File: src/rtl/core/nearest_palette_colour_mapper_core_macros.svh
`ifndef NEAREST_PALETTE_COLOUR_MAPPER_CORE_MACROS_SVH
`define NEAREST_PALETTE_COLOUR_MAPPER_CORE_MACROS_SVH

// Property checked on every clock edge outside reset.
`define NPCM_ASSERT(lbl, prop, msg) \
  lbl: assert property (@(posedge clk_i) disable iff (!rst_ni) (prop)) else $error(msg);

// Same-cycle implication.
`define NPCM_ASSERT_IMP(lbl, ante, cons, msg) \
  lbl: assert property (@(posedge clk_i) disable iff (!rst_ni) (ante) |-> (cons)) \
    else $error(msg);

// Next-cycle implication.
`define NPCM_ASSERT_NEXT(lbl, ante, cons, msg) \
  lbl: assert property (@(posedge clk_i) disable iff (!rst_ni) (ante) |=> (cons)) \
    else $error(msg);

`endif

File: src/rtl/core/npcm_pkg.sv
package npcm_pkg;

  localparam int unsigned PALETTE_ENTRIES = 64;
  localparam int unsigned ADDR_W     = (PALETTE_ENTRIES > 1) ? $clog2(PALETTE_ENTRIES) : 1;
  localparam int unsigned INDEX_W    = 6;
  localparam int unsigned COLOUR_W   = 24;
  localparam int unsigned PIXEL_W    = 16;
  localparam int unsigned CHAN_W     = 8;
  localparam int unsigned IDX_EXT_W  = (ADDR_W > INDEX_W) ? ADDR_W : INDEX_W;
  localparam int unsigned RANGE_W    = IDX_EXT_W + 1;
  localparam int unsigned SQ_W       = 2 * CHAN_W;
  localparam int unsigned SUM_W      = SQ_W + 2;
  localparam int unsigned ROOT_W     = SUM_W / 2;
  localparam int unsigned SQRT_STEPS = SUM_W / 2;
  localparam int unsigned RES_W      = SUM_W + 1;

  typedef enum logic {
    ACT_WRITE = 1'b0,
    ACT_MAP   = 1'b1
  } action_e;

  typedef enum logic [3:0] {
    S_IDLE  = 4'b0001,
    S_SCAN  = 4'b0010,
    S_DRAIN = 4'b0100,
    S_PUSH  = 4'b1000
  } state_e;

  typedef struct packed {
    logic              wr_en;
    logic              pix_load;
    logic              rd_en;
    logic [ADDR_W-1:0] rd_addr;
    logic              rd_last;
    logic              out_load;
  } npcm_cmd_t;

  typedef struct packed {
    logic done;
  } npcm_status_t;

  typedef struct packed {
    logic [ADDR_W-1:0] idx;
    logic              last;
  } scan_tag_t;

endpackage

File: src/rtl/core/npcm_ram.sv
module npcm_ram #(
  parameter int unsigned WIDTH = 24,
  parameter int unsigned DEPTH = 64
) (
  input  logic                                            clk_i,
  input  logic                                            we_i,
  input  logic [((DEPTH > 1) ? $clog2(DEPTH) : 1)-1:0]    waddr_i,
  input  logic [WIDTH-1:0]                                wdata_i,
  input  logic [((DEPTH > 1) ? $clog2(DEPTH) : 1)-1:0]    raddr_i,
  output logic [WIDTH-1:0]                                rdata_o
);

  logic [WIDTH-1:0] mem [DEPTH];
  logic [WIDTH-1:0] rdata_q;

  always_ff @(posedge clk_i) begin
    if (we_i) begin
      mem[waddr_i] <= wdata_i;
    end
    rdata_q <= mem[raddr_i];
  end

  assign rdata_o = rdata_q;

endmodule

File: src/rtl/core/npcm_isqrt.sv
module npcm_isqrt import npcm_pkg::*; (
  input  logic              clk_i,
  input  logic              rst_ni,
  input  logic              valid_i,
  input  scan_tag_t         tag_i,
  input  logic [SUM_W-1:0]  value_i,
  output logic              valid_o,
  output scan_tag_t         tag_o,
  output logic [ROOT_W-1:0] root_o
);

  logic              vld_q [SQRT_STEPS];
  scan_tag_t         tag_q [SQRT_STEPS];
  logic [SUM_W-1:0]  rem_q [SQRT_STEPS];
  logic [RES_W-1:0]  res_q [SQRT_STEPS];
  logic [SUM_W-1:0]  rem_d [SQRT_STEPS];
  logic [RES_W-1:0]  res_d [SQRT_STEPS];

  // One digit of the root per stage.
  always_comb begin
    logic [SUM_W-1:0] rem_in;
    logic [RES_W-1:0] res_in;
    logic [RES_W-1:0] bit_v;
    logic [RES_W-1:0] trial;
    for (int k = 0; k < SQRT_STEPS; k++) begin
      if (k == 0) begin
        rem_in = value_i;
        res_in = '0;
      end else begin
        rem_in = rem_q[k-1];
        res_in = res_q[k-1];
      end
      bit_v = RES_W'(1) << (2 * (SQRT_STEPS - 1 - k));
      trial = res_in + bit_v;
      if ({1'b0, rem_in} >= trial) begin
        rem_d[k] = rem_in - trial[SUM_W-1:0];
        res_d[k] = (res_in >> 1) + bit_v;
      end else begin
        rem_d[k] = rem_in;
        res_d[k] = res_in >> 1;
      end
    end
  end

  always_ff @(posedge clk_i or negedge rst_ni) begin
    if (!rst_ni) begin
      for (int k = 0; k < SQRT_STEPS; k++) begin
        vld_q[k] <= 1'b0;
      end
    end else begin
      for (int k = 0; k < SQRT_STEPS; k++) begin
        vld_q[k] <= (k == 0) ? valid_i : vld_q[k-1];
      end
    end
  end

  always_ff @(posedge clk_i) begin
    for (int k = 0; k < SQRT_STEPS; k++) begin
      tag_q[k] <= (k == 0) ? tag_i : tag_q[k-1];
      rem_q[k] <= rem_d[k];
      res_q[k] <= res_d[k];
    end
  end

  assign valid_o = vld_q[SQRT_STEPS-1];
  assign tag_o   = tag_q[SQRT_STEPS-1];
  assign root_o  = res_q[SQRT_STEPS-1][ROOT_W-1:0];

endmodule

File: src/rtl/core/npcm_datapath.sv
module npcm_datapath import npcm_pkg::*; (
  input  logic                clk_i,
  input  logic                rst_ni,
  input  npcm_cmd_t           cmd_i,
  output npcm_status_t        status_o,
  input  logic [INDEX_W-1:0]  entry_index_i,
  input  logic [COLOUR_W-1:0] entry_colour_i,
  input  logic [PIXEL_W-1:0]  pixel_i,
  output logic [INDEX_W-1:0]  colour_index_o
);

  function automatic logic [CHAN_W-1:0] abs_diff(logic [CHAN_W-1:0] a, logic [CHAN_W-1:0] b);
    return (a > b) ? (a - b) : (b - a);
  endfunction

  logic [IDX_EXT_W-1:0] wr_idx_ext;
  logic                 wr_en;
  logic [COLOUR_W-1:0]  rdata;

  logic [CHAN_W-1:0] px_r_q, px_g_q, px_b_q;

  logic              s1_vld_q;
  scan_tag_t         s1_tag_q;
  logic [CHAN_W-1:0] d_r, d_g, d_b;

  logic              s2_vld_q;
  scan_tag_t         s2_tag_q;
  logic [SQ_W-1:0]   sq_r_q, sq_g_q, sq_b_q;

  logic              s3_vld_q;
  scan_tag_t         s3_tag_q;
  logic [SUM_W-1:0]  sum_q;

  logic              rt_vld;
  scan_tag_t         rt_tag;
  logic [ROOT_W-1:0] rt_root;

  logic [ADDR_W-1:0] best_idx_q;
  logic [ROOT_W-1:0] best_dist_q;
  logic              better;
  logic [IDX_EXT_W-1:0] best_ext;
  logic [INDEX_W-1:0] out_idx_q;
  scan_tag_t         rd_tag;

  // Writes past the palette are dropped.
  assign wr_idx_ext = IDX_EXT_W'(entry_index_i);
  assign wr_en      = cmd_i.wr_en && ({1'b0, wr_idx_ext} < RANGE_W'(PALETTE_ENTRIES));

  npcm_ram #(
    .WIDTH(COLOUR_W),
    .DEPTH(PALETTE_ENTRIES)
  ) u_palette (
    .clk_i  (clk_i),
    .we_i   (wr_en),
    .waddr_i(wr_idx_ext[ADDR_W-1:0]),
    .wdata_i(entry_colour_i),
    .raddr_i(cmd_i.rd_addr),
    .rdata_o(rdata)
  );

  always_ff @(posedge clk_i) begin
    if (cmd_i.pix_load) begin
      px_r_q <= {pixel_i[15:11], 3'b000};
      px_g_q <= {pixel_i[10:5], 2'b00};
      px_b_q <= {pixel_i[4:0], 3'b000};
    end
  end

  assign rd_tag.idx  = cmd_i.rd_addr;
  assign rd_tag.last = cmd_i.rd_last;

  assign d_r = abs_diff(px_r_q, rdata[23:16]);
  assign d_g = abs_diff(px_g_q, rdata[15:8]);
  assign d_b = abs_diff(px_b_q, rdata[7:0]);

  always_ff @(posedge clk_i or negedge rst_ni) begin
    if (!rst_ni) begin
      s1_vld_q <= 1'b0;
      s2_vld_q <= 1'b0;
      s3_vld_q <= 1'b0;
    end else begin
      s1_vld_q <= cmd_i.rd_en;
      s2_vld_q <= s1_vld_q;
      s3_vld_q <= s2_vld_q;
    end
  end

  always_ff @(posedge clk_i) begin
    s1_tag_q <= rd_tag;
    s2_tag_q <= s1_tag_q;
    sq_r_q   <= SQ_W'(d_r) * SQ_W'(d_r);
    sq_g_q   <= SQ_W'(d_g) * SQ_W'(d_g);
    sq_b_q   <= SQ_W'(d_b) * SQ_W'(d_b);
    s3_tag_q <= s2_tag_q;
    sum_q    <= SUM_W'(sq_r_q) + SUM_W'(sq_g_q) + SUM_W'(sq_b_q);
  end

  npcm_isqrt u_isqrt (
    .clk_i  (clk_i),
    .rst_ni (rst_ni),
    .valid_i(s3_vld_q),
    .tag_i  (s3_tag_q),
    .value_i(sum_q),
    .valid_o(rt_vld),
    .tag_o  (rt_tag),
    .root_o (rt_root)
  );

  // Strictly smaller wins, so ties keep the lower index.
  assign better = (rt_tag.idx == '0) || (rt_root < best_dist_q);

  always_ff @(posedge clk_i) begin
    if (rt_vld && better) begin
      best_idx_q  <= rt_tag.idx;
      best_dist_q <= rt_root;
    end
  end

  assign best_ext = IDX_EXT_W'(best_idx_q);

  always_ff @(posedge clk_i) begin
    if (cmd_i.out_load) begin
      out_idx_q <= best_ext[INDEX_W-1:0];
    end
  end

  assign status_o.done  = rt_vld && rt_tag.last;
  assign colour_index_o = out_idx_q;

endmodule

File: src/rtl/core/npcm_ctrl.sv
`include "nearest_palette_colour_mapper_core_macros.svh"

module npcm_ctrl import npcm_pkg::*; (
  input  logic         clk_i,
  input  logic         rst_ni,
  input  logic         in_valid_i,
  output logic         in_ready_o,
  input  logic         action_i,
  output logic         out_valid_o,
  input  logic         out_ready_i,
  output npcm_cmd_t    cmd_o,
  input  npcm_status_t status_i
);

  state_e            state_q, state_d;
  logic [ADDR_W-1:0] cnt_q, cnt_d;
  logic              out_valid_q, out_valid_d;
  logic              cnt_last;

  assign cnt_last = (cnt_q == ADDR_W'(PALETTE_ENTRIES - 1));

  always_comb begin
    state_d       = state_q;
    cnt_d         = cnt_q;
    in_ready_o    = 1'b0;
    cmd_o         = '0;
    cmd_o.rd_addr = cnt_q;
    cmd_o.rd_last = cnt_last;
    unique case (state_q)
      S_IDLE: begin
        in_ready_o = 1'b1;
        if (in_valid_i) begin
          if (action_e'(action_i) == ACT_MAP) begin
            cmd_o.pix_load = 1'b1;
            cnt_d          = '0;
            state_d        = S_SCAN;
          end else begin
            cmd_o.wr_en = 1'b1;
          end
        end
      end
      S_SCAN: begin
        cmd_o.rd_en = 1'b1;
        if (cnt_last) begin
          state_d = S_DRAIN;
        end else begin
          cnt_d = cnt_q + ADDR_W'(1);
        end
      end
      S_DRAIN: begin
        if (status_i.done) begin
          state_d = S_PUSH;
        end
      end
      S_PUSH: begin
        if (!out_valid_q || out_ready_i) begin
          cmd_o.out_load = 1'b1;
          state_d        = S_IDLE;
        end
      end
      default: begin
        state_d = S_IDLE;
      end
    endcase
  end

  always_comb begin
    out_valid_d = out_valid_q && !out_ready_i;
    if (cmd_o.out_load) begin
      out_valid_d = 1'b1;
    end
  end

  always_ff @(posedge clk_i or negedge rst_ni) begin
    if (!rst_ni) begin
      state_q     <= S_IDLE;
      cnt_q       <= '0;
      out_valid_q <= 1'b0;
    end else begin
      state_q     <= state_d;
      cnt_q       <= cnt_d;
      out_valid_q <= out_valid_d;
    end
  end

  assign out_valid_o = out_valid_q;

  `NPCM_ASSERT_IMP(a_done_in_drain, status_i.done, state_q == S_DRAIN, "done outside drain")
  `NPCM_ASSERT_NEXT(a_scan_to_drain, cmd_o.rd_en && cmd_o.rd_last, state_q == S_DRAIN, "no drain")
  `NPCM_ASSERT_NEXT(a_load_sets_valid, cmd_o.out_load, out_valid_q, "result not presented")
  `NPCM_ASSERT(a_no_read_idle, !(cmd_o.rd_en && in_ready_o), "read while accepting")

endmodule

File: src/rtl/core/nearest_palette_colour_mapper_core.sv
// Channel | Signals                                                 | Direction
// in      | in_valid_i/in_ready_o, action_i, entry_index_i,         | sink
//         | entry_colour_i, pixel_i                                 |
// out     | out_valid_o/out_ready_i, colour_index_o                 | source
//
// A palette write is accepted in the idle state, which it does not leave. A pixel
// passes through the accept step, one palette RAM read per entry, a drain of the
// square/sum/square-root pipeline and a load of the output.
// Reset clears control only; palette contents are undefined until written.
// A stalled output holds the result; new items are taken meanwhile, and a
// following pixel waits only at its final output load.
module nearest_palette_colour_mapper_core import npcm_pkg::*; (
  input  logic                clk_i,
  input  logic                rst_ni,
  input  logic                in_valid_i,
  output logic                in_ready_o,
  input  logic                action_i,
  input  logic [INDEX_W-1:0]  entry_index_i,
  input  logic [COLOUR_W-1:0] entry_colour_i,
  input  logic [PIXEL_W-1:0]  pixel_i,
  output logic                out_valid_o,
  input  logic                out_ready_i,
  output logic [INDEX_W-1:0]  colour_index_o
);

  npcm_cmd_t    cmd;
  npcm_status_t status;

  npcm_ctrl u_ctrl (
    .clk_i      (clk_i),
    .rst_ni     (rst_ni),
    .in_valid_i (in_valid_i),
    .in_ready_o (in_ready_o),
    .action_i   (action_i),
    .out_valid_o(out_valid_o),
    .out_ready_i(out_ready_i),
    .cmd_o      (cmd),
    .status_i   (status)
  );

  npcm_datapath u_datapath (
    .clk_i         (clk_i),
    .rst_ni        (rst_ni),
    .cmd_i         (cmd),
    .status_o      (status),
    .entry_index_i (entry_index_i),
    .entry_colour_i(entry_colour_i),
    .pixel_i       (pixel_i),
    .colour_index_o(colour_index_o)
  );

endmodule

File: config.mk
export PLATFORM = sky130hd
export DESIGN_NAME = nearest_palette_colour_mapper_core
export DESIGN_NICKNAME = d
export VERILOG_FILES = /design/src/rtl/core/npcm_pkg.sv /design/src/rtl/core/npcm_ram.sv /design/src/rtl/core/npcm_isqrt.sv /design/src/rtl/core/npcm_datapath.sv /design/src/rtl/core/npcm_ctrl.sv /design/src/rtl/core/nearest_palette_colour_mapper_core.sv
export VERILOG_INCLUDE_DIRS = /design/src /design/src/rtl/core
export SDC_FILE = /design/constraint.sdc
export NUM_CORES = 2
export LEC_CHECK = 0
export ABC_AREA = 1
export BUFFER_PORTS_ARGS = -buffer_cell sky130_fd_sc_hd__buf_2
export CORE_MARGIN = 2
export CORE_UTILIZATION = 57
export DETAILED_ROUTE_END_ITERATION = 8
export PLACE_DENSITY = 0.76
export SYNTH_ARGS = -nofsm -noshare
export SYNTH_HDL_FRONTEND = slang
export SYNTH_SLANG_ARGS = --single-unit
File: constraint.sdc
create_clock -name clk_i -period 5 [get_ports clk_i]
set_input_delay 1 -clock clk_i [delete_from_list [all_inputs] [get_ports clk_i]]
set_output_delay 1 -clock clk_i [all_outputs]
set_load 0.05 [all_outputs]
==> results.md <==
* Status: finished, final reports clean
* Port Buffers at 58
* R2R setup slack at 40 ps
* Yosys reg bits at 1956
* F_max at 202 MHz
* Fin nets at 7917
* Number of cell rows at around 140
* Final setup fails at 0
* Initial antenna violation count at 13
* Crit. End Element: register
* Max-cap violations at 0
* Critical Path Max Stage Delay at 560 ps
* Capture point of the worst reg-to-reg path: u_datapath.sq_b_q[15]
* Synth cell types at between 50 and 60
* DR vias at 56200
* Fillcell total at 10400
* Die area at 0.148 mm^2
* Die width at 384 um
* Io pins at between 50 and 60
* Fin Clk Skew at roughly 42 ps
* Synth cell count leaders: edfxtp_1 (1573), nor2_1 (1378), nand2_1 (985)
* DP HPWL at approximately 120000 um
* Tcrit/Tclk final at 99.2%
* Die height at around 380 um
* Slew headroom at 28.8%
* First-pass GRT wire length at 315000 um
* Core area at 0.143 mm^2
* CTS hold repair buffers at 0
* Crit path top cell by count: fa_1
* Setup crit start kind: register
* Sequential area share after synthesis at 66.8%
* Syn Inst Count at between 7000 and 8000
* Clock sink count at 1956
* Synth area leader: edfxtp_1
* Vias in the first global route at around 54000
* Fin crit period at 4960 ps
* GRT Total Usage at 28.2%
* WS Path Type: register to register
* H-tree depth at 4
* XOR/XNOR Fraction of Synth Area at 1.22%
* Ys Warns at 0
* Starting density of the core at 57.4%
* Largest family of logic cells by synthesized area: simple AND/OR/NAND/NOR gates
* Clock Latency Late Sink at 840 ps
* Clk slew on worst S/H paths at 60 ps
* Clk root buf: clkbuf_16
* Area growth syn-to-layout at 13.2%
* Drt first pass iters at 6
* Slowest CP cell: fa_1
* Number of non-filler instances in the completed layout at just under 10000
* Post-Syn Area per Cell at approximately 11 um^2
* Synth Cell Area at slightly above 0.08 mm^2
* Unrepaired setup endpoints after global routing: yes
* Hold/Removal Path Class: input pin to async pin
* Worst path top cell family by delay: adder cells
* Total routed wirelength at 211000 um
* Actual slew at the worst max-slew pin at between 1000 and 1500 ps
* Portion of netlist area occupied by mux cells at 0%
* Largest net degree at the start of global routing at 200
* Synth Flop Type: edfxtp_1
* RD Place Congestion at 0.892
* Fin area at roughly 0.093 mm^2
* Max-slew violations at 0
* Post-synth EDFFs at 1573
* Avg Vias per Cell at just under 6
* Ranking of synthesized cells by area: edfxtp_1 (57%), dfxtp_1 (8.7%), nor2_1 (6.3%)
* Dpl cell area at around 0.086 mm^2
* Fin. Hold Viols at 0
* Depth of the most critical reg-to-reg path at 26
* Avg WL per Cell at 21.9 um
* Worst path required time at between 5000 and 6000 ps
* Most frequent cell after synthesis: edfxtp_1
* Placed cells at 9262
* DRT iter0 DRCs at ~6000
* CTS tree: built
* Buf/Inv on CP at 6
* CTS buffer count at 188
* Async SR Flop Fraction at 1.18%
* Layout cell share with drive strength beyond 1 at 12.8%
* Synth Area in Simple Gates at about 14%
* Worst EP arrival at about 5700 ps
* Top cell type's share of synthesized area at 57.3%
* DRC at 0
* Synth Area in Compound Gates at 8.50%
* Worst reg2reg startpoint: u_datapath.px_b_q[5]
* Antenna-violating nets left at 0
* GR Overflow Total at 0
* Worst-path fanout max at 7
* Post-Synth Adder-Cell Area at between 5 and 6%
* CTS max path bufs at 3
==> worst reg2reg max path, delay by kind of cell (launching register included) <==
kind                       cells  cell delay [ps]
buffers and inverters          6              550
DFF                            1              370
and+or+nand+nor               10              870
AOI/OAI and AO/OA              4              420
adders and majority gates      6             2610
==> layout make-up <==
cell class                 count  area (um^2)  share of cell area, %
antenna                        3         7.51                0.00805
timing repair buffer         340         2620                   2.80
sequential                  1956        55000                   59.0
clock inverter               108         1110                   1.19
tap                         1903         2380                   2.55
multi-input combinational   4593        25300                   27.1
inverter                     496         1880                   2.02
clock buffer                 240         5020                   5.38
==> cells by family after synthesis <==
logic type,after synthesis
AND/OR/NAND/NOR,2907
flip-flops,1956
AO/OA/AOI/OAI,1273
buffers and inverters,832
adder cells (fa/ha/maj),291
XOR/XNOR,114
other,1
==> cells in the final DEF (no fill, tap or decap), drive strengths merged, types with 2 or more instances in the layout <==
| cell type | count |
|---|---|
| nand2b | 2 |
| clkinv | 82 |
| nand3 | 382 |
| o21a | 3 |
| o211ai | 196 |
| inv | 499 |
| dfrtp | 22 |
| ha | 212 |
| nor3 | 32 |
| bufinv | 15 |
| o2111ai | 3 |
| nor4 | 14 |
| edfxtp | 1573 |
| buf | 340 |
| a31oi | 17 |
| clkbuf | 240 |
| a21o | 9 |
| a21oi | 208 |
| xnor2 | 47 |
| nand2 | 990 |
| nand4 | 30 |
| conb | 6 |
| xor2 | 67 |
| fa | 79 |
| o21bai | 10 |
| or2 | 70 |
| a21boi | 6 |
| o31ai | 3 |
| nor2 | 1379 |
| dfxtp | 360 |
| diode | 3 |
| nand3b | 6 |
| clkinvlp | 8 |
| o21ai | 810 |
| a211oi | 3 |
==> metrics by stage <==
stage	util, %	worst slack [ps]	setup TNS [ps]	hold slack [ps]
floorplan	-	-5.02	-5.02	310
global placement	59.9	-109	-399	310
detailed placement	59.9	-260	-1700	312
CTS	64.2	3.82	0	131
global route	65.0	-242	-1930	181
finish	65.0	39.2	0	163
==> worst max path at each step <==
stage / from / end / slack, ps / cells past startpoint
after floorplan: u_datapath.px_b_q[5] / u_datapath.sq_b_q[12] / -5 / 27
after global placement: u_datapath.px_g_q[7] / u_datapath.sq_g_q[13] / -110 / 24
after detailed placement: u_datapath.px_g_q[7] / u_datapath.sq_g_q[13] / -260 / 24
after CTS: u_datapath.px_r_q[3] / u_datapath.sq_r_q[13] / 4 / 24
after global routing: u_datapath.px_b_q[3] / u_datapath.sq_b_q[9] / -240 / 23
final: u_datapath.px_b_q[5] / u_datapath.sq_b_q[15] / 40 / 26
==> state kept, by name, summed over array words and instances, names as in the netlist, 5 cells and up <==
name / cells
u_datapath.sq_g_q: 15
u_datapath.px_b_q: 5
u_ctrl.cnt_q: 6
u_datapath.px_r_q: 5
u_datapath.u_isqrt.vld_q: 8
u_datapath.sum_q: 18
u_datapath.u_isqrt.res_q: 45
u_datapath.s1_tag_q: 7
u_datapath.best_ext: 6
u_datapath.u_isqrt.tag_q: 63
u_datapath.u_palette.rdata_o: 24
u_datapath.sq_r_q: 15
u_datapath.u_isqrt.rem_q: 144
u_datapath.s3_tag_q: 7
u_datapath.px_g_q: 6
u_datapath.best_dist_q: 9
u_datapath.u_palette.mem: 1536
u_datapath.colour_index_o: 6
u_datapath.sq_b_q: 15
u_datapath.s2_tag_q: 7
==> routing by layer <==
| layer | vias up | GRT usage [%] | part of all wire, % | wire (um) |
|---|---|---|---|---|
| met5 | - | 0 | 0.0080 | 17 |
| met4 | 4 | 15.4 | 5.9 | 12400 |
| met3 | 481 | 4.26 | 9.2 | 19300 |
| met2 | 2904 | 46.8 | 48 | 101000 |
| met1 | 27000 | 35.6 | 37 | 78100 |
| li1 | 25800 | - | - | - |
==> timing repair <==
item,4_1_cts,5_1_grt
gates resized for setup,27,247
pin swaps,2,99
setup buffers,1,24
gates cloned,0,2
setup endpoints to repair,19,25
Power is not shown: default switching activity piles up to over one toggle a cycle in this logic, so the estimate is an artifact.
